<file path="src/hw/rtl/ismc_pkg.sv">
package ismc_pkg;

    localparam int DEF_MAX_RANGES = 256;
    localparam int DEF_ID_BITS    = 48;

    // Width of the running hit count.
    localparam int COUNT_W = 32;

    // Result item: is_fresh, fresh_count, insert_dropped, padded to bytes.
    localparam int OUT_FIELDS_W = COUNT_W + 2;
    localparam int OUT_W        = ((OUT_FIELDS_W + 7) / 8) * 8;
    localparam int OUT_FRESH    = 0;
    localparam int OUT_CNT_LO   = 1;
    localparam int OUT_DROP     = COUNT_W + 1;

    localparam logic CMD_INSERT = 1'b0;
    localparam logic CMD_QUERY  = 1'b1;

    typedef enum logic [3:0] {
        S_IDLE,
        S_Q_RD,
        S_Q_CHK,
        S_I_RD1,
        S_I_CHK1,
        S_I_RD2,
        S_I_CHK2,
        S_I_FIN,
        S_OUT
    } t_state;

    // Results of comparing one table entry against the key range [lo, hi].
    typedef struct packed {
        logic start_le_hi;
        logic lo_le_end;
        logic start_lt_lo;
        logic end_gt_hi;
    } t_cmp;

endpackage

</file>
<file path="src/hw/rtl/ismc_cmp.sv">
module ismc_cmp #(
    parameter int ID_BITS = ismc_pkg::DEF_ID_BITS
) (
    input  logic [ID_BITS-1:0] i_ent_start,
    input  logic [ID_BITS-1:0] i_ent_end,
    input  logic [ID_BITS-1:0] i_key_lo,
    input  logic [ID_BITS-1:0] i_key_hi,
    output ismc_pkg::t_cmp     o_cmp
);

    // The one compare unit of the block, shared by query and both insert passes.
    always_comb begin
        o_cmp.start_le_hi = (i_ent_start <= i_key_hi);
        o_cmp.lo_le_end   = (i_key_lo <= i_ent_end);
        o_cmp.start_lt_lo = (i_ent_start < i_key_lo);
        o_cmp.end_gt_hi   = (i_ent_end > i_key_hi);
    end

endmodule

</file>
<file path="config.mk">
export PLATFORM = sky130hd
export DESIGN_NAME = ismc_cmp
export DESIGN_NICKNAME = d
export VERILOG_FILES = /design/src/hw/rtl/ismc_pkg.sv /design/src/hw/rtl/ismc_cmp.sv
export SDC_FILE = /design/constraint.sdc
export NUM_CORES = 1
export LEC_CHECK = 0
export BUFFER_PORTS_ARGS = -buffer_cell sky130_fd_sc_hd__buf_2
export CORE_ASPECT_RATIO = 0.9
export CORE_MARGIN = 5
export CORE_UTILIZATION = 25
export DETAILED_ROUTE_END_ITERATION = 16
export SLEW_MARGIN = 20
export SYNTH_ARGS = -nofsm -noshare
export SYNTH_HDL_FRONTEND = slang
export SYNTH_SLANG_ARGS = --single-unit
</file>
<file path="constraint.sdc">
create_clock -name vclk -period 2
set_clock_uncertainty 0.15 [all_clocks]
set_input_delay 0.1 -clock vclk [all_inputs]
set_output_delay 0.1 -clock vclk [all_outputs]
set_load 0.05 [all_outputs]
</file>
==> results.cfg, run 1 <==
[status]
outcome = finished with violations
violations = negative setup slack

[placed_design]
dpl.hpwl_um = 15450
io_buffers = 196
dp.cells = 1203
gp_congestion = 0.8938
placed_area_sq_um = 6914

[detailed_routing]
drtIter0Drc = 114
drc = 0
drtPass1Iterations = 6
met3WireLength_um = 835
wire_per_inst_um = 14.49
wl_met1_um = 8048
dr.max_layer_used = met5
vias = 5624
routed_wl_um = 17620
via_per_inst = 4.625
met2_length_um = 8490
drtAntennaViolNets = 0

[worst_setup_path]
max_stage_delay_ns = 0.27
critPathArrivalTime_ns = 1.98
cp_num_buf_inv = 5
crit_start = i_key_lo[25]
cp-start-kind = input port
worstPathMaxFanout = 3
critPathKind = input port to output pin
cp_cell_sequence = buf_6 > buf_6 > ha_4 > nand4_1 > buf_4 > nor4_4 > buf_4 > nand3_2 > o211ai_1 > clkbuf_16
crit_family = buffers and inverters
critPathRequiredTime_ns = 1.75
cpMaxStageDelayCell = nor4_4
cp-end-kind = output pin

[grt]
grt_max_degree = 5
grt_pass1_wl_um = 26990
antenna_found_initial = 2
grt_usage = 0.1508
grt_pass1_vias = 5679
gr-total-overflow = 0

[synth]
synth_cell_types = 39
synth_cells = 637
synth_top_cell_by_area = ha_1
yosysWarningCount = 0
mappedNetlistNets = 1020
avgSynthCellArea_sq_um = 7.252
yosysSeqAreaShare = 0
synthDominantCellAreaShare = 0.5173
syn_area_sq_um = 4619
yosys-top-cells-area = ha_1, inv_1, a21oi_1

[power]
pwr-share-clk = 0
leakage_nw = 4.334
vdd.ir_drop.worst_mv = 0.08828
p_sw_frac = 0.4886
internal_power_uw = 868.6
powerDensity_nw_per_um2 = 210.0
p_comb_frac = 1.000
seq_power_share = 0
switchingPower_uw = 830.0
total_power_mw = 1.699

[timing]
fin_crit_sh = 1.117
rsz0062_at_grt = true
drv_slew = 0
holdWs_ns = 0.6789
setup_slack_ns = -0.2340
finalHoldViolCount = 0
clock.fmax_ghz = 0.4476
tns_ns = -0.5535
tightest_slew_ns = 0.4556
setup_viol = 4
slew_headroom = 0.6949
fin_crit_ns = 2.234

[layout]
seq_cells = 0
fillers = 1794
register_area_sq_um = 0
fin_nets = 1356
diodes = 0
fin_area_sq_um = 8088
final_cells = 1216
drive_above_1_share = 0.4717
num-clock-buffers = 0
syn_to_final_growth_pct = 75.08

[floorplan]
num_rows = 47
fp.dieW_um = 153.3
start_util = 0.2526
core-area_sq_um = 18290
die_h_um = 139.0
io_pins = 196
die_area_sq_um = 21300

[run]
max-cap-violations = 0

[min_path]
worstHoldStart = i_ent_start[19]
holdCritPathClass = input port to output pin
-- cell usage in the layout, fill, tap and decap left out, types with 17 or more instances in the layout --
cell type  Yosys  layout
a21oi_1       80      66
buf_2          0     177
buf_4          0     130
buf_6          0      23
ha_1         191     140
ha_4           0      51
inv_1        151     128
inv_2          0      20
nand2_1       42      42
nand3_1       20      17
nand4_1       40      40
-- Yosys cell counts (2+ instances only) --
| master | count |
|---|---|
| a2111o_1 | 2 |
| a2111oi_0 | 2 |
| a211oi_1 | 9 |
| a21boi_0 | 3 |
| a21o_1 | 7 |
| a21oi_1 | 80 |
| a221oi_1 | 5 |
| a22oi_1 | 2 |
| and2_1 | 2 |
| ha_1 | 191 |
| inv_1 | 151 |
| nand2_1 | 42 |
| nand3_1 | 20 |
| nand4_1 | 40 |
| nor2_1 | 13 |
| nor2b_1 | 4 |
| nor3_1 | 5 |
| nor3b_1 | 2 |
| nor4_1 | 8 |
| o211ai_1 | 9 |
| o21a_1 | 3 |
| o21ai_0 | 20 |
-- tightest hold or removal path, stage by stage --
cell and delay (ns):
buf_6 0.08, ha_4 0.11, a221oi_1 0.04, nor2_1 0.16
a211oi_4 0.08, buf_6 0.15
-- metal layers --
layer	up-vias	GRT usage
li1	2964	-
met5	-	0
met2	142	0.2663
met4	4	0.01360
met1	2494	0.2042
met3	20	0.01872
-- logic make-up after synthesis --
kind of cell	after synthesis	share of synthesized area
simple gates	143	0.1620
buf+inv	151	0.1227
compound gates	151	0.1956
fa+ha+maj	191	0.5173
mux	1	0.002438
-- layout make-up --
cell class                 count  area, sq um  share of cell area
multi-input combinational    486         5011              0.6196
timing repair buffer         334         2196              0.2715
inverter                     151        574.3             0.07101
tap                          245        306.5             0.03790
-- per-stage QoR --
step | worst slack (ns) | util
after floorplan | 0.01221 | -
after global routing | -0.3542 | 0.4422
after global placement | -0.4419 | 0.3781
final | -0.2340 | 0.4422
after CTS | -0.2429 | 0.4156
after detailed placement | -0.4251 | 0.3781
-- repair_timing --
action	CTS	global route
hold buffers	0	0
pin swaps	50	47
setup buffers	12	1
setup endpoints to repair	4	4
resized for setup	89	81
gates cloned	0	0
hold endpoints to repair	0	0
-- power groups by stage --
| stage | clock, mW | combinational, mW | sequential (mW) |
|---|---|---|---|
| floorplan | 0 | 0.718 | 0 |
| global placement | 0 | 1.39 | 0 |
| detailed placement | 0 | 1.41 | 0 |
| CTS | 0 | 1.58 | 0 |
| global route | 0 | 1.91 | 0 |
| finish | 0 | 1.70 | 0 |
-- worst paths after layout --
kind / end / slack, ns / cells after the start
min: o_cmp[1] / 0.68 / 6
max: o_cmp[2] / -0.23 / 10
Note: power is estimated with default switching activity, not from simulation.
==> run 2, diff against run 1 <==
--- a/config.mk
+++ b/config.mk
@@ -10,6 +10,7 @@
 export CORE_MARGIN = 5
 export CORE_UTILIZATION = 25
 export DETAILED_ROUTE_END_ITERATION = 16
+export PLACE_DENSITY = 0.56
 export SLEW_MARGIN = 20
 export SYNTH_ARGS = -nofsm -noshare
 export SYNTH_HDL_FRONTEND = slang
==> results.cfg, run 2 (synthesis results as in run 1) <==
[detailed_routing]
routed_wl_um = 17590
wire_per_inst_um = 15.07
drc = 0
drtPass1Iterations = 4
drtAntennaViolNets = 0
via_per_inst = 4.635
vias = 5409
drtIter0Drc = 157

[timing]
tns_ns = -0.3461
clock.fmax_ghz = 0.4683
finalHoldViolCount = 0
fin_crit_ns = 2.135
setup_viol = 4
tightest_slew_ns = 0.6124
rsz0062_at_grt = true
drv_slew = 0
fin_crit_sh = 1.068
setup_slack_ns = -0.1354
slew_headroom = 0.5893

[layout]
seq_cells = 0
drive_above_1_share = 0.4387
fillers = 1796
register_area_sq_um = 0
layout_commonest_cell = buf_2
layout_common_cells = buf_2, ha_1, inv_1
num-clock-buffers = 0
syn_to_final_growth_pct = 69.34
fin_nets = 1306

[floorplan]
die_h_um = 139.0
core-area_sq_um = 18290
start_util = 0.2526
io_pins = 196
num_rows = 47
die_area_sq_um = 21300
fp.dieW_um = 153.3

[worst_setup_path]
critPathKind = input port to output pin
crit_family = simple AND/OR/NAND/NOR gates
cp_cell_sequence = buf_2 > inv_2 > ha_1 > nand4_1 > or3_4 > nor4_4 > mux2_4 > a31o_4 > buf_12
cp-start-kind = input port
worstPathMaxFanout = 3
max_stage_delay_ns = 0.40
critPathRequiredTime_ns = 1.75
cp-end-kind = output pin
critPathArrivalTime_ns = 1.89
cpMaxStageDelayCell = or3_4
cp_num_buf_inv = 3

[grt]
antenna_found_initial = 4
grt_pass1_vias = 5650
grt_pass1_wl_um = 27660
grt_usage = 0.1542
gr-total-overflow = 0
grt_max_degree = 5

[power]
leakage_nw = 4.149
vdd.ir_drop.worst_mv = 0.08208
total_power_mw = 1.659
powerDensity_nw_per_um2 = 212.1

[min_path]
holdCritPathClass = input port to output pin

[placed_design]
gp_congestion = 0.8545
io_buffers = 196
dpl.hpwl_um = 15650

[status]
violations = negative setup slack
outcome = finished with violations

[run]
max-cap-violations = 0

[clocking]
cts_hold_buf = 0
## run 2: cell count changes in the layout (fill, tap and decap cells not counted), moves of 5 or more
cell   previous run  this run
buf_2           177       155
buf_4           130        84
buf_6            23        36
ha_1            140       145
ha_4             51        46
inv_2            20        13
inv_4             3        10
## run 2: final timing paths
path | depth (start not counted) | to | slack [ns] | start
setup / recovery | 9 | o_cmp[3] | -0.14 | i_key_hi[44]
hold / removal | 7 | o_cmp[1] | 0.74 | i_key_lo[47]
## run 2: metrics by stage
stage	utilization	setup slack, ns	std cells	instance area (sq um)	hold slack (ns)
2_1_floorplan	-	0.01221	637	4658	0.4383
3_3_place_gp	0.3600	-0.3676	1159	6584	0.7759
3_5_place_dp	0.3600	-0.3736	1159	6584	0.7747
4_1_cts	0.4146	-0.1352	1165	7582	0.7526
5_1_grt	0.4276	-0.2378	1166	7820	0.7905
6_report	0.4277	-0.1354	1167	7823	0.7361
## run 2: final cells by class
cell class | count | area [sq um] | share of cell area
Multi-Input combinational cell | 486 | 4955 | 0.6334
Timing Repair Buffer | 284 | 1967 | 0.2514
Inverter | 151 | 591.8 | 0.07566
Tap cell | 245 | 306.5 | 0.03919
Antenna cell | 1 | 2.502 | 0.0003199
## run 2: layer usage
layer | vias to the layer above | global-route usage | wire length [um]
met5 | - | 0 | 55
met4 | 8 | 0.009376 | 210
li1 | 2868 | - | -
met1 | 2382 | 0.2125 | 8367
met2 | 131 | 0.2652 | 8064
met3 | 20 | 0.02559 | 890
## run 2: power by group
group	internal (mW)	switching, mW	leakage (nW)
registers	0	0	0
logic	0.841	0.818	4.15
clock network	0.0000000668	0	0.00000634
## run 2: what timing repair did
action | 4_1_cts | 5_1_grt
pin swaps | 67 | 22
endpoints found under the setup margin | 4 | 4
setup buffers | 8 | 1
gates resized for setup | 173 | 38
==> run 3, diff against run 2 <==
--- a/config.mk
+++ b/config.mk
@@ -8,9 +8,9 @@
 export BUFFER_PORTS_ARGS = -buffer_cell sky130_fd_sc_hd__buf_2
 export CORE_ASPECT_RATIO = 0.9
 export CORE_MARGIN = 5
-export CORE_UTILIZATION = 25
+export CORE_UTILIZATION = 35
 export DETAILED_ROUTE_END_ITERATION = 16
-export PLACE_DENSITY = 0.56
+export PLACE_DENSITY = 0.71
 export SLEW_MARGIN = 20
 export SYNTH_ARGS = -nofsm -noshare
 export SYNTH_HDL_FRONTEND = slang
==> results.cfg, run 3 (synthesis results as in run 1) <==
[status]
outcome = finished with violations
violations = negative setup slack

[detailed_routing]
drc = 0
via_per_inst = 5.068
routed_wl_um = 17940
drtAntennaViolNets = 0
drtIter0Drc = 207
wire_per_inst_um = 15.56
drtPass1Iterations = 4
vias = 5843

[grt]
grt_usage = 0.2172
top_usage_layer = met2
gr-total-overflow = 0
grt_pass1_vias = 6215
grt_max_degree = 5
gr-usage-met2 = 0.3845
antenna_found_initial = 2
grt_pass1_wl_um = 29080
use_met3 = 0.03921
met1_usage = 0.2711

[floorplan]
core-area_sq_um = 12830
die_h_um = 119.0
start_util = 0.3599
die_area_sq_um = 15600
io_pins = 196
num_rows = 39
fp.dieW_um = 131.1

[worst_setup_path]
crit_family = simple AND/OR/NAND/NOR gates
cp_num_buf_inv = 4
cpMaxStageDelayCell = nor4_2
max_stage_delay_ns = 0.37
cpMostUsedCell = buf_6
cp-end-kind = output pin
cp-start-kind = input port
critPathArrivalTime_ns = 1.94
cp_cell_sequence = buf_6 > inv_4 > buf_6 > ha_4 > nand4_1 > nor4_2 > a22oi_1 > o211ai_1 > a21oi_2 > nor3_4 > buf_12
worstPathMaxFanout = 2
critPathRequiredTime_ns = 1.75
critPathKind = input port to output pin

[run]
max-cap-violations = 0

[timing]
finalHoldViolCount = 0
setup_slack_ns = -0.1868
holdWs_ns = 0.6868
rsz0062_at_grt = true
fin_crit_ns = 2.187
setup_viol = 4
fin_crit_sh = 1.093
tightest_slew_ns = 0.4418
slew_headroom = 0.7028
drv_slew = 0
clock.fmax_ghz = 0.4573

[layout]
layout_commonest_cell = buf_2
seq_cells = 0
register_area_sq_um = 0
layout_common_cells = buf_2, ha_1, buf_4
syn_to_final_growth_pct = 73.40
num-clock-buffers = 0
drive_above_1_share = 0.4524
fin_nets = 1373
final_core_util = 0.6242

[placed_design]
dpl.hpwl_um = 14860
gp_congestion = 0.8801
place_ws_ns = -0.4961
io_buffers = 196

[power]
vdd.ir_drop.worst_mv = 0.08861
leakage_nw = 4.443
powerDensity_nw_per_um2 = 213.3
total_power_mw = 1.709

[min_path]
holdCritPathClass = input port to output pin
run 3: cell count changes in the layout (fill, tap and decap cells not counted), moves of 3 or more:
| cell | before | now |
|---|---|---|
| inv_4 | 10 | 7 |
| buf_2 | 155 | 170 |
| a21oi_1 | 69 | 73 |
| ha_4 | 46 | 38 |
| inv_1 | 128 | 137 |
| inv_2 | 13 | 7 |
| buf_4 | 84 | 138 |
| ha_1 | 145 | 153 |
run 3: final timing paths:
kind       startpoint  depth (start not counted)  slack, ns        to
max      i_key_hi[43]                         11      -0.19  o_cmp[0]
min   i_ent_start[47]                          6       0.69  o_cmp[1]
run 3: routing by layer:
| layer | vias up | part of all wire |
|---|---|---|
| met1 | 2604 | 0.43 |
| li1 | 3006 | - |
| met2 | 185 | 0.48 |
| met3 | 44 | 0.063 |
| met4 | 4 | 0.026 |
| met5 | - | 0.00078 |
run 3: layout make-up:
| type | instances | area (sq um) |
|---|---|---|
| Inverter | 151 | 584.3 |
| Timing Repair Buffer | 351 | 2395 |
| Multi-Input combinational cell | 486 | 4823 |
| Antenna cell | 1 | 2.502 |
| Fill cell | 1130 | 4823 |
| Tap cell | 164 | 205.2 |
run 3: through the flow:
step / instances / area (sq um) / setup TNS, ns
3_3_place_gp: 1138 / 6918 / -1.429
2_1_floorplan: 637 / 4658 / 0
4_1_cts: 1151 / 7873 / -0.4117
5_1_grt: 1152 / 8008 / -0.8991
6_report: 1153 / 8010 / -0.5500
3_5_place_dp: 1138 / 6918 / -1.509
run 3: timing repair:
| action | CTS | global route |
|---|---|---|
| endpoints found under the setup margin | 4 | 4 |
| hold buffers | 0 | 0 |
| hold endpoints to repair | 0 | 0 |
| buffers inserted | 17 | 1 |
| pin swaps | 55 | 21 |
| resized for setup | 138 | 25 |
run 3: power breakdown:
group | switching [mW] | total (mW) | internal [mW]
combinational | 0.830 | 1.71 | 0.878
clock | 0 | 0.0000000668 | 0.0000000668
sequential | 0 | 0 | 0
